<file path="src/sv/collider_pair_overlap_test_core_defines.svh">
// ----------------------------------------------------------------------------
// Collider pair overlap test assertion macros
// Shared concurrent assertion forms for the overlap test core.
// ----------------------------------------------------------------------------
`ifndef COLLIDER_PAIR_OVERLAP_TEST_CORE_DEFINES_SVH
`define COLLIDER_PAIR_OVERLAP_TEST_CORE_DEFINES_SVH

// The consequent must hold in the same cycle as the antecedent.
`define CPO_ASSERT_SAME(label, ante, cons, msg) \
    label: assert property (@(posedge clk) disable iff (!rst_n) (ante) |-> (cons)) \
        else $error(msg);

// The consequent must hold in the cycle after the antecedent.
`define CPO_ASSERT_NEXT(label, ante, cons, msg) \
    label: assert property (@(posedge clk) disable iff (!rst_n) (ante) |=> (cons)) \
        else $error(msg);

`endif

</file>
<file path="src/sv/cpo_pkg.sv">
// ----------------------------------------------------------------------------
// Collider pair overlap test package
// Field widths, derived arithmetic widths, codes and types of the core.
// ----------------------------------------------------------------------------
package cpo_pkg;

    localparam int POS_WIDTH   = 24;
    localparam int EXT_WIDTH   = 16;
    localparam int SCALE_WIDTH = 12;

    // Scale has eight fraction bits; positions and extents move to 2^-8 units.
    localparam int FRAC_SHIFT = 8;

    localparam int H_W    = EXT_WIDTH + SCALE_WIDTH;
    localparam int LIM_W  = EXT_WIDTH + FRAC_SHIFT;
    localparam int D_W    = LIM_W + 1;
    localparam int MUL_W  = (H_W > D_W) ? H_W : D_W;
    localparam int PROD_W = 2 * MUL_W;
    localparam int LSQ_W  = 2 * LIM_W;
    localparam int ACC_W  = 2 * D_W;
    localparam int SB_W   = ((POS_WIDTH + FRAC_SHIFT > H_W + 1) ?
                             (POS_WIDTH + FRAC_SHIFT) : (H_W + 1)) + 2;

    localparam int IN_FIELDS_W = 3 * (POS_WIDTH + EXT_WIDTH + SCALE_WIDTH);
    localparam int IN_DATA_W   = ((IN_FIELDS_W + 7) / 8) * 8;
    localparam int IN_USER_W   = 3;
    localparam int OUT_DATA_W  = 8;
    localparam int OUT_USER_W  = 2;

    localparam int USER_KIND    = 0;
    localparam int USER_PRESENT = 1;
    localparam int USER_IS_BOX  = 2;

    localparam logic [1:0] PK_SPHERES = 2'd0;
    localparam logic [1:0] PK_BOXES   = 2'd1;
    localparam logic [1:0] PK_MIXED   = 2'd2;
    localparam logic [1:0] PK_SKIP    = 2'd3;

    typedef logic [POS_WIDTH-1:0]   pos_t;
    typedef logic [EXT_WIDTH-1:0]   ext_t;
    typedef logic [SCALE_WIDTH-1:0] scale_t;

    typedef struct packed {
        logic           present;
        logic           is_box;
        pos_t   [2:0]   pos;
        ext_t   [2:0]   ext;
        scale_t [2:0]   scl;
    } obj_t;

endpackage

</file>
<file path="src/sv/cpo_mul.sv">
// ----------------------------------------------------------------------------
// Collider pair overlap test multiplier
// Shared unsigned multiplier with a registered product.
// ----------------------------------------------------------------------------
module cpo_mul
    import cpo_pkg::*;
(
    input  logic              clk,
    input  logic [MUL_W-1:0]  a,
    input  logic [MUL_W-1:0]  b,
    output logic [PROD_W-1:0] p
);

    always_ff @(posedge clk)
    begin
        p <= PROD_W'(a) * PROD_W'(b);
    end

endmodule

</file>
<file path="src/sv/collider_pair_overlap_test_core.sv">
// ----------------------------------------------------------------------------
// Collider pair overlap test core
// Sphere and axis-aligned box overlap test between a stored and a new object.
//
// Channel  Dir  Word contents
// s_*      in   tdata: pos_x,pos_y,pos_z,ext_x,ext_y,ext_z,scale_x,scale_y,scale_z
//               tuser: kind, present, is_box
// m_*      out  tdata: hit; tuser: pair_kind
//
// A store word (kind 0) leaves the core idle, so it is ready again in the next cycle.
// A test word (kind 1) runs eleven steps on the shared multiplier and distance logic,
// then loads the output register once it is free; ready stays low until then, so no
// new word is accepted while a test is in progress.
// The result waits in the output register while the next word is accepted.
// Reset is asynchronous, active low, and clears the stored object.
// ----------------------------------------------------------------------------
`include "collider_pair_overlap_test_core_defines.svh"

module collider_pair_overlap_test_core
    import cpo_pkg::*;
(
    input  logic                  clk,
    input  logic                  rst_n,
    input  logic                  s_tvalid,
    output logic                  s_tready,
    // pos_x, pos_y, pos_z, ext_x, ext_y, ext_z, scale_x, scale_y, scale_z
    input  logic [IN_DATA_W-1:0]  s_tdata,
    // kind, present, is_box
    input  logic [IN_USER_W-1:0]  s_tuser,
    output logic                  m_tvalid,
    input  logic                  m_tready,
    // hit
    output logic [OUT_DATA_W-1:0] m_tdata,
    // pair_kind
    output logic [OUT_USER_W-1:0] m_tuser
);

    localparam logic [1:0] ST_IDLE = 2'd0;
    localparam logic [1:0] ST_RUN  = 2'd1;
    localparam logic [1:0] ST_DONE = 2'd2;

    localparam int STEP_W = 4;
    localparam logic [STEP_W-1:0] STEP_D0   = STEP_W'(3);
    localparam logic [STEP_W-1:0] STEP_LIM  = STEP_W'(6);
    localparam logic [STEP_W-1:0] STEP_SQ0  = STEP_W'(7);
    localparam logic [STEP_W-1:0] STEP_LAST = STEP_W'(10);

    localparam logic signed [SB_W-1:0] D_CAP = SB_W'(64'd1 << (D_W - 1));

    logic [1:0]        state_reg, state_next;
    logic [STEP_W-1:0] step_reg, step_next;
    logic              m_tvalid_reg, m_tvalid_next;
    logic              hit_out_reg;
    logic [1:0]        pk_out_reg;

    obj_t in_obj;
    obj_t held_reg;
    obj_t cur_reg;
    obj_t bx_obj;
    obj_t sp_obj;

    logic [H_W-1:0]   h_reg [3];
    logic [D_W-1:0]   d_reg [3];
    logic [LSQ_W-1:0] lim_sq_reg;
    logic [ACC_W-1:0] acc_reg;
    logic             box_ok_reg;

    logic [1:0]        pk;
    logic [1:0]        axis;
    logic [1:0]        h_idx;
    logic [LIM_W-1:0]  lim;
    logic [MUL_W-1:0]  mul_a;
    logic [MUL_W-1:0]  mul_b;
    logic [PROD_W-1:0] prod;
    logic              hit_calc;
    logic              in_accept;
    logic              box_fail;
    logic [D_W-1:0]    dist_sat;

    logic signed [SB_W-1:0] hp, cp, diff, mag, lim_box;
    logic signed [SB_W-1:0] sc, bc, hh, lo, hi, sb, dist_raw;

    always_comb
    begin
        in_obj.present = s_tuser[USER_PRESENT];
        in_obj.is_box  = s_tuser[USER_IS_BOX];
        for (int a = 0; a < 3; a++)
        begin
            in_obj.pos[a] = s_tdata[a*POS_WIDTH +: POS_WIDTH];
            in_obj.ext[a] = s_tdata[3*POS_WIDTH + a*EXT_WIDTH +: EXT_WIDTH];
            in_obj.scl[a] = s_tdata[3*(POS_WIDTH+EXT_WIDTH) + a*SCALE_WIDTH +: SCALE_WIDTH];
        end
    end

    assign in_accept = s_tvalid && s_tready;
    assign s_tready  = (state_reg == ST_IDLE);

    always_comb
    begin
        if (!held_reg.present || !cur_reg.present)
            pk = PK_SKIP;
        else if (!held_reg.is_box && !cur_reg.is_box)
            pk = PK_SPHERES;
        else if (held_reg.is_box && cur_reg.is_box)
            pk = PK_BOXES;
        else
            pk = PK_MIXED;
    end

    assign bx_obj = held_reg.is_box ? held_reg : cur_reg;
    assign sp_obj = held_reg.is_box ? cur_reg : held_reg;

    always_comb
    begin
        if (step_reg < STEP_D0)
            axis = step_reg[1:0];
        else if (step_reg < STEP_LIM)
            axis = 2'(step_reg - STEP_D0);
        else if (step_reg >= STEP_SQ0 && step_reg <= STEP_LAST - STEP_W'(1))
            axis = 2'(step_reg - STEP_SQ0);
        else
            axis = 2'd0;
    end

    assign h_idx = 2'(step_reg - STEP_W'(1));

    always_comb
    begin
        if (pk == PK_MIXED)
            lim = LIM_W'(sp_obj.ext[0]) << FRAC_SHIFT;
        else
            lim = LIM_W'(held_reg.ext[0]) + LIM_W'(cur_reg.ext[0]);
    end

    always_comb
    begin
        hp      = SB_W'($signed(held_reg.pos[axis]));
        cp      = SB_W'($signed(cur_reg.pos[axis]));
        diff    = hp - cp;
        mag     = (diff < 0) ? -diff : diff;
        lim_box = $signed(SB_W'(held_reg.ext[axis])) + $signed(SB_W'(cur_reg.ext[axis]));
        box_fail = (mag > lim_box);

        sc = SB_W'($signed(sp_obj.pos[axis])) <<< FRAC_SHIFT;
        bc = SB_W'($signed(bx_obj.pos[axis])) <<< FRAC_SHIFT;
        hh = $signed(SB_W'(h_reg[axis]));
        lo = bc - hh;
        hi = bc + hh;
        if (sc > hi)
            sb = sc - hi;
        else if (sc < lo)
            sb = lo - sc;
        else
            sb = '0;

        dist_raw = (pk == PK_MIXED) ? sb : mag;
        dist_sat = (dist_raw >= D_CAP) ? D_W'(D_CAP) : dist_raw[D_W-1:0];
    end

    always_comb
    begin
        mul_a = '0;
        mul_b = '0;
        if (state_reg == ST_RUN)
        begin
            if (step_reg < STEP_D0)
            begin
                mul_a = MUL_W'(bx_obj.ext[axis]);
                mul_b = MUL_W'(bx_obj.scl[axis]);
            end
            else if (step_reg == STEP_LIM)
            begin
                mul_a = MUL_W'(lim);
                mul_b = MUL_W'(lim);
            end
            else if (step_reg >= STEP_SQ0 && step_reg < STEP_LAST)
            begin
                mul_a = MUL_W'(d_reg[axis]);
                mul_b = MUL_W'(d_reg[axis]);
            end
        end
    end

    cpo_mul u_mul
    (
        .clk (clk),
        .a   (mul_a),
        .b   (mul_b),
        .p   (prod)
    );

    always_comb
    begin
        case (pk)
            PK_SKIP:  hit_calc = 1'b0;
            PK_BOXES: hit_calc = box_ok_reg;
            default:  hit_calc = (acc_reg <= ACC_W'(lim_sq_reg));
        endcase
    end

    always_comb
    begin
        state_next    = state_reg;
        step_next     = step_reg;
        m_tvalid_next = m_tvalid_reg && !m_tready;
        case (state_reg)
            ST_IDLE:
            begin
                step_next = '0;
                if (in_accept && s_tuser[USER_KIND])
                    state_next = ST_RUN;
            end
            ST_RUN:
            begin
                step_next = step_reg + STEP_W'(1);
                if (step_reg == STEP_LAST)
                    state_next = ST_DONE;
            end
            ST_DONE:
            begin
                if (!m_tvalid_reg || m_tready)
                begin
                    m_tvalid_next = 1'b1;
                    state_next    = ST_IDLE;
                end
            end
            default:
            begin
                state_next = ST_IDLE;
            end
        endcase
    end

    always_ff @(posedge clk or negedge rst_n)
    begin
        if (!rst_n)
        begin
            state_reg    <= ST_IDLE;
            step_reg     <= '0;
            m_tvalid_reg <= 1'b0;
            held_reg     <= '0;
        end
        else
        begin
            state_reg    <= state_next;
            step_reg     <= step_next;
            m_tvalid_reg <= m_tvalid_next;
            if (in_accept && !s_tuser[USER_KIND])
                held_reg <= in_obj;
        end
    end

    always_ff @(posedge clk)
    begin
        if (in_accept && s_tuser[USER_KIND])
        begin
            cur_reg    <= in_obj;
            box_ok_reg <= 1'b1;
        end
        if (state_reg == ST_RUN)
        begin
            if (step_reg >= STEP_W'(1) && step_reg <= STEP_D0)
                h_reg[h_idx] <= prod[H_W-1:0];
            if (step_reg >= STEP_D0 && step_reg < STEP_LIM)
            begin
                d_reg[axis] <= dist_sat;
                if (box_fail)
                    box_ok_reg <= 1'b0;
            end
            if (step_reg == STEP_SQ0)
                lim_sq_reg <= prod[LSQ_W-1:0];
            if (step_reg == STEP_SQ0 + STEP_W'(1))
                acc_reg <= prod[ACC_W-1:0];
            else if (step_reg > STEP_SQ0 + STEP_W'(1))
                acc_reg <= acc_reg + prod[ACC_W-1:0];
        end
        if (state_reg == ST_DONE && (!m_tvalid_reg || m_tready))
        begin
            hit_out_reg <= hit_calc;
            pk_out_reg  <= pk;
        end
    end

    assign m_tvalid = m_tvalid_reg;
    assign m_tdata  = OUT_DATA_W'(hit_out_reg);
    assign m_tuser  = pk_out_reg;

    `CPO_ASSERT_NEXT(a_test_busy, in_accept && s_tuser[USER_KIND], !s_tready, "test word did not start the sequencer")
    `CPO_ASSERT_NEXT(a_result_load, (state_reg == ST_DONE) && (!m_tvalid_reg || m_tready), m_tvalid && s_tready, "result not loaded when output was free")
    `CPO_ASSERT_SAME(a_skip_no_hit, m_tvalid && (m_tuser == PK_SKIP), !m_tdata[0], "skipped pair reported a hit")
    `CPO_ASSERT_SAME(a_step_range, state_reg == ST_RUN, step_reg <= STEP_LAST, "step counter past last step")

endmodule

</file>
<file path="config.mk">
export PLATFORM = sky130hd
export DESIGN_NAME = collider_pair_overlap_test_core
export DESIGN_NICKNAME = d
export VERILOG_FILES = /design/src/sv/cpo_pkg.sv /design/src/sv/cpo_mul.sv /design/src/sv/collider_pair_overlap_test_core.sv
export VERILOG_INCLUDE_DIRS = /design/src /design/src/sv
export SDC_FILE = /design/constraint.sdc
export NUM_CORES = 2
export LEC_CHECK = 0
export BUFFER_PORTS_ARGS = -buffer_cell sky130_fd_sc_hd__clkbuf_2
export CAP_MARGIN = 20
export CORE_UTILIZATION = 30
export CTS_CLUSTER_DIAMETER = 150
export DETAILED_ROUTE_END_ITERATION = 7
export GPL_ROUTABILITY_DRIVEN = 0
export PLACE_DENSITY = 0.44
export SETUP_SLACK_MARGIN = 0.15
export SYNTH_ARGS = -nofsm -noshare
export SYNTH_HDL_FRONTEND = slang
export SYNTH_SLANG_ARGS = --single-unit
</file>
<file path="constraint.sdc">
create_clock -name clk -period 11.61 [get_ports clk]
set_input_delay 2.322 -clock clk [delete_from_list [all_inputs] [get_ports clk]]
set_output_delay 2.322 -clock clk [all_outputs]
set_load 0.01 [all_outputs]
</file>
* After elaboration in Yosys (flattened, before gate mapping)
Memories as Yosys holds them, arrays and structs flattened.
Cells that the tools add are included.
** Storage, ports and cells
- Memory bits (writable) :: 159
- Bits in registers :: 475
- Bits in latches :: 0
- Memories kept :: 2
- Output and inout port bits :: 12
- Bits in read-only memories :: 0
- Word-level logic and storage cells :: 157
** Operators by class
- Shift-type cells :: 0
- Bitwise operators :: 0
- Mux-type cells :: 56
- Equal/unequal tests :: 12
- Add/sub/neg operators :: 13
- Reduce and logical (&&, ||, !) cells :: 26
- $lt $le $gt $ge :: 16
- Divide/modulo/power cells :: 0
- Multipliers :: 1
** Memory list
- h_reg :: words 3, width 28, rd ports 1, clocked after memory_dff 0, write ports 1, line collider_pair_overlap_test_core.sv:62 : logic [H_W-1:0] h_reg [3];
- d_reg :: words 3, width 25, rd ports 1, clocked after memory_dff 0, write ports 1, line collider_pair_overlap_test_core.sv:63 : logic [D_W-1:0] d_reg [3];
** Operator list (number)
- 156-bit 2-to-1 mux :: 2
- 24-bit binary-select mux with 2-bit select :: 4
- 25-bit 2-to-1 mux :: 7
- 34-bit 2-to-1 mux :: 4
- 24-bit 2-to-1 mux :: 5
- 50-bit 2-to-1 mux :: 2
- 16-bit binary-select mux with 2-bit select :: 3
- 50-bit adder :: 1
- 50-bit by 48-bit less-or-equal comparator with 1-bit output :: 1
- 25-bit by 25-bit multiplier with 50-bit output :: 1
- 16-bit 2-to-1 mux :: 3
- 16-bit by 16-bit adder with 17-bit output :: 2
- 34-bit by 26-bit greater-or-equal comparator with 1-bit output, second input constant :: 1
- 34-bit by 18-bit > comparator with 1-bit output :: 1
- 25-bit negation with 34-bit output :: 1
- 32-bit by 33-bit subtractor with 34-bit output :: 1
- 33-bit by 32-bit subtractor with 34-bit output :: 1
- 32-bit by 29-bit adder with 33-bit output :: 1
- 32-bit by 33-bit > comparator with 1-bit output :: 1
- 32-bit by 33-bit less-than comparator with 1-bit output :: 1
- 32-bit by 29-bit subtractor with 33-bit output :: 1
- 25-bit by 1-bit less-than comparator with 1-bit output, second input constant :: 1
- 24-bit by 24-bit subtractor with 25-bit output :: 1
- 12-bit binary-select mux with 2-bit select :: 1
- 32 further kinds :: 77

* Depth between registers and ports, before layout
- Word-level depth :: 14
- Depth in mapped cells :: 46
- Depth with buffers taken out :: 41

* Hierarchy
A second synthesis with hierarchy kept.
** Second synthesis, totals
- Cells, all modules :: 6861
- Area, all modules :: 65589.2 um2
** By module, submodules not included
- collider_pair_overlap_test_core :: times used 1, area each 38484.4 um2, seq. area each 16701.0 um2, cells each 3810
- cpo_mul :: times used 1, area each 27104.7 um2, seq. area each 1121.1 um2, cells each 3051

* Least setup slack after synthesis
No wires, ideal clock.
- Path kind :: register to register
- Start :: reg step_reg[0]
- End :: reg u_mul.p[48]
- Data arrival time :: 9642 ps
- Required time :: 11483 ps
- Library setup time :: 127 ps
- Path buffers :: 5
- Stages on the path, launching flop included :: 41
- Slack :: 1842 ps
- Cells stage by stage :: dfrtp_1 > clkbuf_1 > inv_1 > ha_1 > nor2_1 > nor2_1 > o21ai_0 > nand2_1 > buf_2 > nor2_1 > clkbuf_1 > buf_1 > nand2_1 > o21ai_0 > mux2i_1 > o21ai_1 > clkbuf_1 > nand2_1 > [5 not listed] > fa_1 > fa_1 > inv_1 > fa_1 > inv_1 > fa_1 > inv_1 > ha_1 > a21o_1 > a21o_1 > a21oi_1 > o31ai_1 > a211o_1 > a31o_2 > a21bo_2 > a221oi_1 > o21ai_0 > xor2_1
** On the way
- Cells in the longest elaborated chain, start to end :: 11
- Elaborated cells on any way between the ends :: 25
- Those cells by class :: add/sub (2); mul (1); order compare (5); eq/ne (1); mux (13); reduce/logical (2); memory (1)
** Ends and longest elaborated chain
- from (decl) :: line collider_pair_overlap_test_core.sv:51 : logic [STEP_W-1:0] step_reg, step_next;
- from (signal assigned) :: line collider_pair_overlap_test_core.sv:246 : step_reg <= step_next;
- 4-bit by 3-bit greater-or-equal comparator with 1-bit output or 4-bit less-or-equal comparator (tied branches) :: line collider_pair_overlap_test_core.sv:119, collider_pair_overlap_test_core.sv:176
- 1-bit logical AND :: line collider_pair_overlap_test_core.sv:119 : else if (step_reg >= STEP_SQ0 && step_reg <= STEP_LAST - STEP_W'(1))
- 2-bit 2-to-1 mux :: line collider_pair_overlap_test_core.sv:119
- 2-bit 2-to-1 mux :: line collider_pair_overlap_test_core.sv:117 : else if (step_reg < STEP_LIM)
- 2-bit 2-to-1 mux :: line collider_pair_overlap_test_core.sv:115 : if (step_reg < STEP_D0)
- memory 3 x 25 bit
- 25-bit 2-to-1 mux :: line collider_pair_overlap_test_core.sv:176 : else if (step_reg >= STEP_SQ0 && step_reg < STEP_LAST)
- 25-bit 2-to-1 mux :: line collider_pair_overlap_test_core.sv:171 : else if (step_reg == STEP_LIM)
- 25-bit 2-to-1 mux :: line collider_pair_overlap_test_core.sv:166 : if (step_reg < STEP_D0)
- 25-bit 2-to-1 mux :: line collider_pair_overlap_test_core.sv:164 : if (state_reg == ST_RUN)
- 25-bit by 25-bit multiplier with 50-bit output * :: line cpo_mul.sv:16 : p <= PROD_W'(a) * PROD_W'(b);
- to (signal assigned) :: line cpo_mul.sv:16
- to (decl) :: line cpo_mul.sv:11 : output logic [PROD_W-1:0] p
Every way passes the cells marked *; elsewhere a longest branch is shown, timed or not. The select of a mux whose other input is x is not followed.
A chain may end at the register's enable or synchronous reset.

* Worst setup path in the final report
Ends and elaborated chain as after synthesis.

==> metrics.txt <==
# TYPE chip_impl_metric gauge
chip_impl_metric{name="drt_iter0_markers",unit=""} 3267
chip_impl_info{name="cts_tree",value="done"} 1
chip_impl_metric{name="worstHoldPathCells",unit=""} 0
chip_impl_metric{name="num-nets-final",unit=""} 7531
chip_impl_metric{name="port-buffer-count",unit=""} 167
chip_impl_metric{name="grt_start_max_net_pins",unit=""} 113
chip_impl_metric{name="clkTransAtPathRegs",unit="ns"} 0.06
chip_impl_metric{name="r2r_setup_slack",unit="ns"} 0.76
chip_impl_metric{name="detailedPlacementHpwl",unit="mm"} 158
chip_impl_metric{name="drt-pass1-iter-count",unit=""} 5
chip_impl_metric{name="post_synth_instance_area",unit="sq um"} 59000
chip_impl_metric{name="detail-route-antenna-nets",unit=""} 0
chip_impl_metric{name="post_route_clock_period_utilization",unit="%"} 93.5
chip_impl_metric{name="timing.setup.tns",unit="ns"} 0
chip_impl_metric{name="synth-seq-cells",unit=""} 634
chip_impl_info{name="min-delay-path-class",value="reg2reg"} 1
chip_impl_metric{name="proportion_of_synthesized_chip_area_in_sequential_cells",unit="%"} 30.0
chip_impl_info{name="run_status",value="completed"} 1
chip_impl_info{name="rsz0062_at_grt",value="no"} 1
chip_impl_metric{name="fraction_of_layout_instances_using_a_drive_strength_above_1",unit="%"} 11.7
chip_impl_metric{name="insertedDiodeCount",unit=""} 0
chip_impl_info{name="hold_start",value="u_mul.p[46]"} 1
chip_impl_metric{name="cts_made_buffers",unit=""} 77
chip_impl_info{name="synth_top_flop_cell",value="edfxtp_1"} 1
chip_impl_metric{name="max_clock_freq",unit="MHz"} 92.1
chip_impl_metric{name="max_cap_violations",unit=""} 0
chip_impl_info{name="synthTopCellsByCount",value="876 x inv_1, 726 x nand2_1, 516 x fa_1"} 1
chip_impl_metric{name="initial_utilization",unit="%"} 30.2
chip_impl_metric{name="via_total_after_detailed_routing",unit=""} 46000
chip_impl_metric{name="hold_viol",unit=""} 0
chip_impl_metric{name="largest_fanout_on_the_critical_path",unit=""} 12
chip_impl_metric{name="wl_per_cell",unit="um"} 22.3
chip_impl_info{name="crit-reg2reg-capture",value="u_mul.p[48]"} 1
chip_impl_info{name="setup.worst_path.class",value="reg2reg"} 1
chip_impl_metric{name="cp.required",unit="ns"} 12.15
chip_impl_metric{name="fp.coreArea",unit="sq um"} 195000
chip_impl_info{name="synth_area_leader_cell",value="edfxtp_1"} 1
chip_impl_metric{name="synth_cells",unit=""} 6249
chip_impl_metric{name="cts_sinks",unit=""} 634
chip_impl_metric{name="worst_skew_pair.late_latency",unit="ns"} 0.70
chip_impl_info{name="cts.root.buffer_cell",value="clkbuf_16"} 1
chip_impl_metric{name="setup_violations",unit=""} 0
chip_impl_metric{name="hold-worst-slack",unit="ns"} 0.466
chip_impl_metric{name="first_global_vias",unit=""} 46700
chip_impl_metric{name="drc",unit=""} 0
chip_impl_metric{name="multiInputGateArea",unit="sq um"} 37200
chip_impl_info{name="synthTopCellsByArea",value="edfxtp_1 21%, fa_1 18%, ha_1 9.6%"} 1
chip_impl_info{name="critical_path.startpoint_type",value="flip-flop"} 1
chip_impl_metric{name="synthDominantCellAreaShare",unit="%"} 21.3
chip_impl_metric{name="layout-area-overhead-vs-synth",unit="%"} 12.3
chip_impl_metric{name="fin_worst_skew",unit="ns"} 0.0492
chip_impl_metric{name="die_area",unit="sq um"} 198000
chip_impl_metric{name="globalRouteOverflowTotal",unit=""} 0
chip_impl_metric{name="htree_levels",unit=""} 3
chip_impl_info{name="end_kind",value="flip-flop"} 1
chip_impl_metric{name="worst_slew_margin_rel",unit="%"} 21.1
chip_impl_metric{name="worst_path_largest_cell_delay",unit="ns"} 0.64
chip_impl_metric{name="floorplan.die.height",unit="um"} 446
chip_impl_metric{name="grt_antenna_before_repair",unit=""} 12
chip_impl_metric{name="slew_viol_final",unit=""} 0
chip_impl_metric{name="drt-vias-per-instance",unit=""} 5.06
chip_impl_metric{name="row_count",unit=""} 162
chip_impl_info{name="cp_slowest_cell",value="and3_1"} 1
chip_impl_metric{name="filler_cell_count",unit=""} 20300
chip_impl_metric{name="global_route_wire_length_before_repair",unit="mm"} 301
chip_impl_metric{name="synth-edff-count",unit=""} 418
chip_impl_metric{name="worstPathArrival",unit="ns"} 11.40
chip_impl_metric{name="total_routed_wirelength",unit="mm"} 203
chip_impl_metric{name="synth_area_per_inst",unit="sq um"} 9.44
chip_impl_info{name="yosysMostFrequentCell",value="inv_1"} 1
chip_impl_info{name="timing.rr.start",value="step_reg[0]"} 1
chip_impl_metric{name="synth_cell_type_count",unit=""} 92
chip_impl_metric{name="ys.warnings.count",unit=""} 0
chip_impl_metric{name="timing.reg2reg.worst_path_depth",unit=""} 34
chip_impl_metric{name="grt_use_total",unit="%"} 20.2
chip_impl_metric{name="final-seq-area",unit="sq um"} 17700
chip_impl_metric{name="tightest_slew",unit="ns"} 1.17
chip_impl_info{name="worstHoldEndpoint",value="lim_sq_reg[46]"} 1
chip_impl_info{name="cpMostUsedCell",value="fa_1"} 1
chip_impl_metric{name="period_needed",unit="ns"} 10.85
chip_impl_metric{name="design.portCount",unit=""} 179
chip_impl_metric{name="die_w",unit="um"} 446
chip_impl_metric{name="clk_path_buf_depth",unit=""} 3
chip_impl_metric{name="synthArstFlopShare",unit="%"} 26.0
==> stage by stage <==
stage | util, % | instance area [sq um] | instances | worst slack, ns
after floorplan | - | 59000 | 6255 | 1.84
after CTS | 33.8 | 66100 | 9068 | 0.192
after global routing | 34.0 | 66300 | 9085 | 0.213
after detailed placement | 32.6 | 63600 | 8925 | -0.00364
after global placement | 32.6 | 63600 | 8925 | 0.183
final | 34.0 | 66300 | 9085 | 0.755
==> metal layers <==
layer	part of all wire (%)	up-vias	track usage, %
li1	-	21400	-
met1	44	23200	27.1
met2	48	1146	33.8
met3	4.8	259	2.70
met4	2.9	4	5.47
met5	0.016	-	0
==> worst max path at each step <==
stage / startpoint / to / slack (ns) / cells past startpoint
floorplan: step_reg[0] / u_mul.p[48] / 1.84 / 40
global placement: step_reg[0] / d_reg[0][22] / 0.18 / 36
detailed placement: step_reg[0] / d_reg[0][22] / -0.004 / 35
CTS: step_reg[0] / d_reg[2][22] / 0.19 / 38
global route: step_reg[0] / d_reg[0][9] / 0.21 / 40
finish: step_reg[0] / u_mul.p[48] / 0.76 / 34
==> cell type report <==
| class | count | share of cell area (%) |
|---|---|---|
| multi-input cells | 4466 | 56.1 |
| well taps | 2624 | 4.95 |
| clock inverters | 30 | 0.411 |
| clock buffers | 113 | 3.33 |
| repair buffers | 341 | 3.48 |
| inverters | 877 | 4.97 |
| flip-flops and latches | 634 | 26.7 |
==> cell families (layout without fill, tap and decap cells) <==
group / Yosys count / after routing / synth area share, %
simple gates: 1670 / 1671 / 12.7
compound gates: 1258 / 1259 / 13.3
buf+inv: 1157 / 1361 / 7.48
fa+ha+maj: 967 / 967 / 27.1
flops: 634 / 634 / 30.0
mux: 332 / 332 / 6.07
xor+xnor: 230 / 230 / 3.41
other cells: 1 / 7 / 0.00635
==> critical path, delay by kind of cell (launching register included) <==
kind	cells	cell delay, ns
DFF	1	0.53
AOI/OAI and AO/OA	9	2.70
xor gates and xnor gates	1	0.17
adders and majority gates	9	3.85
and+or+nand+nor	8	2.60
buffers and inverters	6	0.68
muxes	1	0.11
==> placed cells by master (no fill, tap or decap), types with 52 or more instances in the layout <==
master and n:
inv_1 876, nand2_1 725, fa_1 516, ha_1 451, nor2_1 444, a21oi_1 433, edfxtp_1 418, o21ai_0 271
mux2_2 195, clkbuf_2 166, dfrtp_1 164, buf_4 161, xnor2_1 147, a21o_1 141, mux2i_1 136, xor2_1 83
clkbuf_16 81, nor3_1 71, and2_1 62, nand3_1 53, nor2b_1 52
==> timing repair <==
| item | CTS | global route |
|---|---|---|
| hold buffers | 0 | 0 |
| pin swaps | 0 | 4 |
| resized for setup | 3 | 17 |
| cloned | 0 | 3 |
| endpoints found under the setup margin | 9 | 82 |
| hold endpoints to repair | 0 | 0 |
| buffers inserted | 0 | 12 |
Power is left out: the tool's default activity adds up to more than one toggle a clock period on the data nets, which glitch-free logic cannot reach.
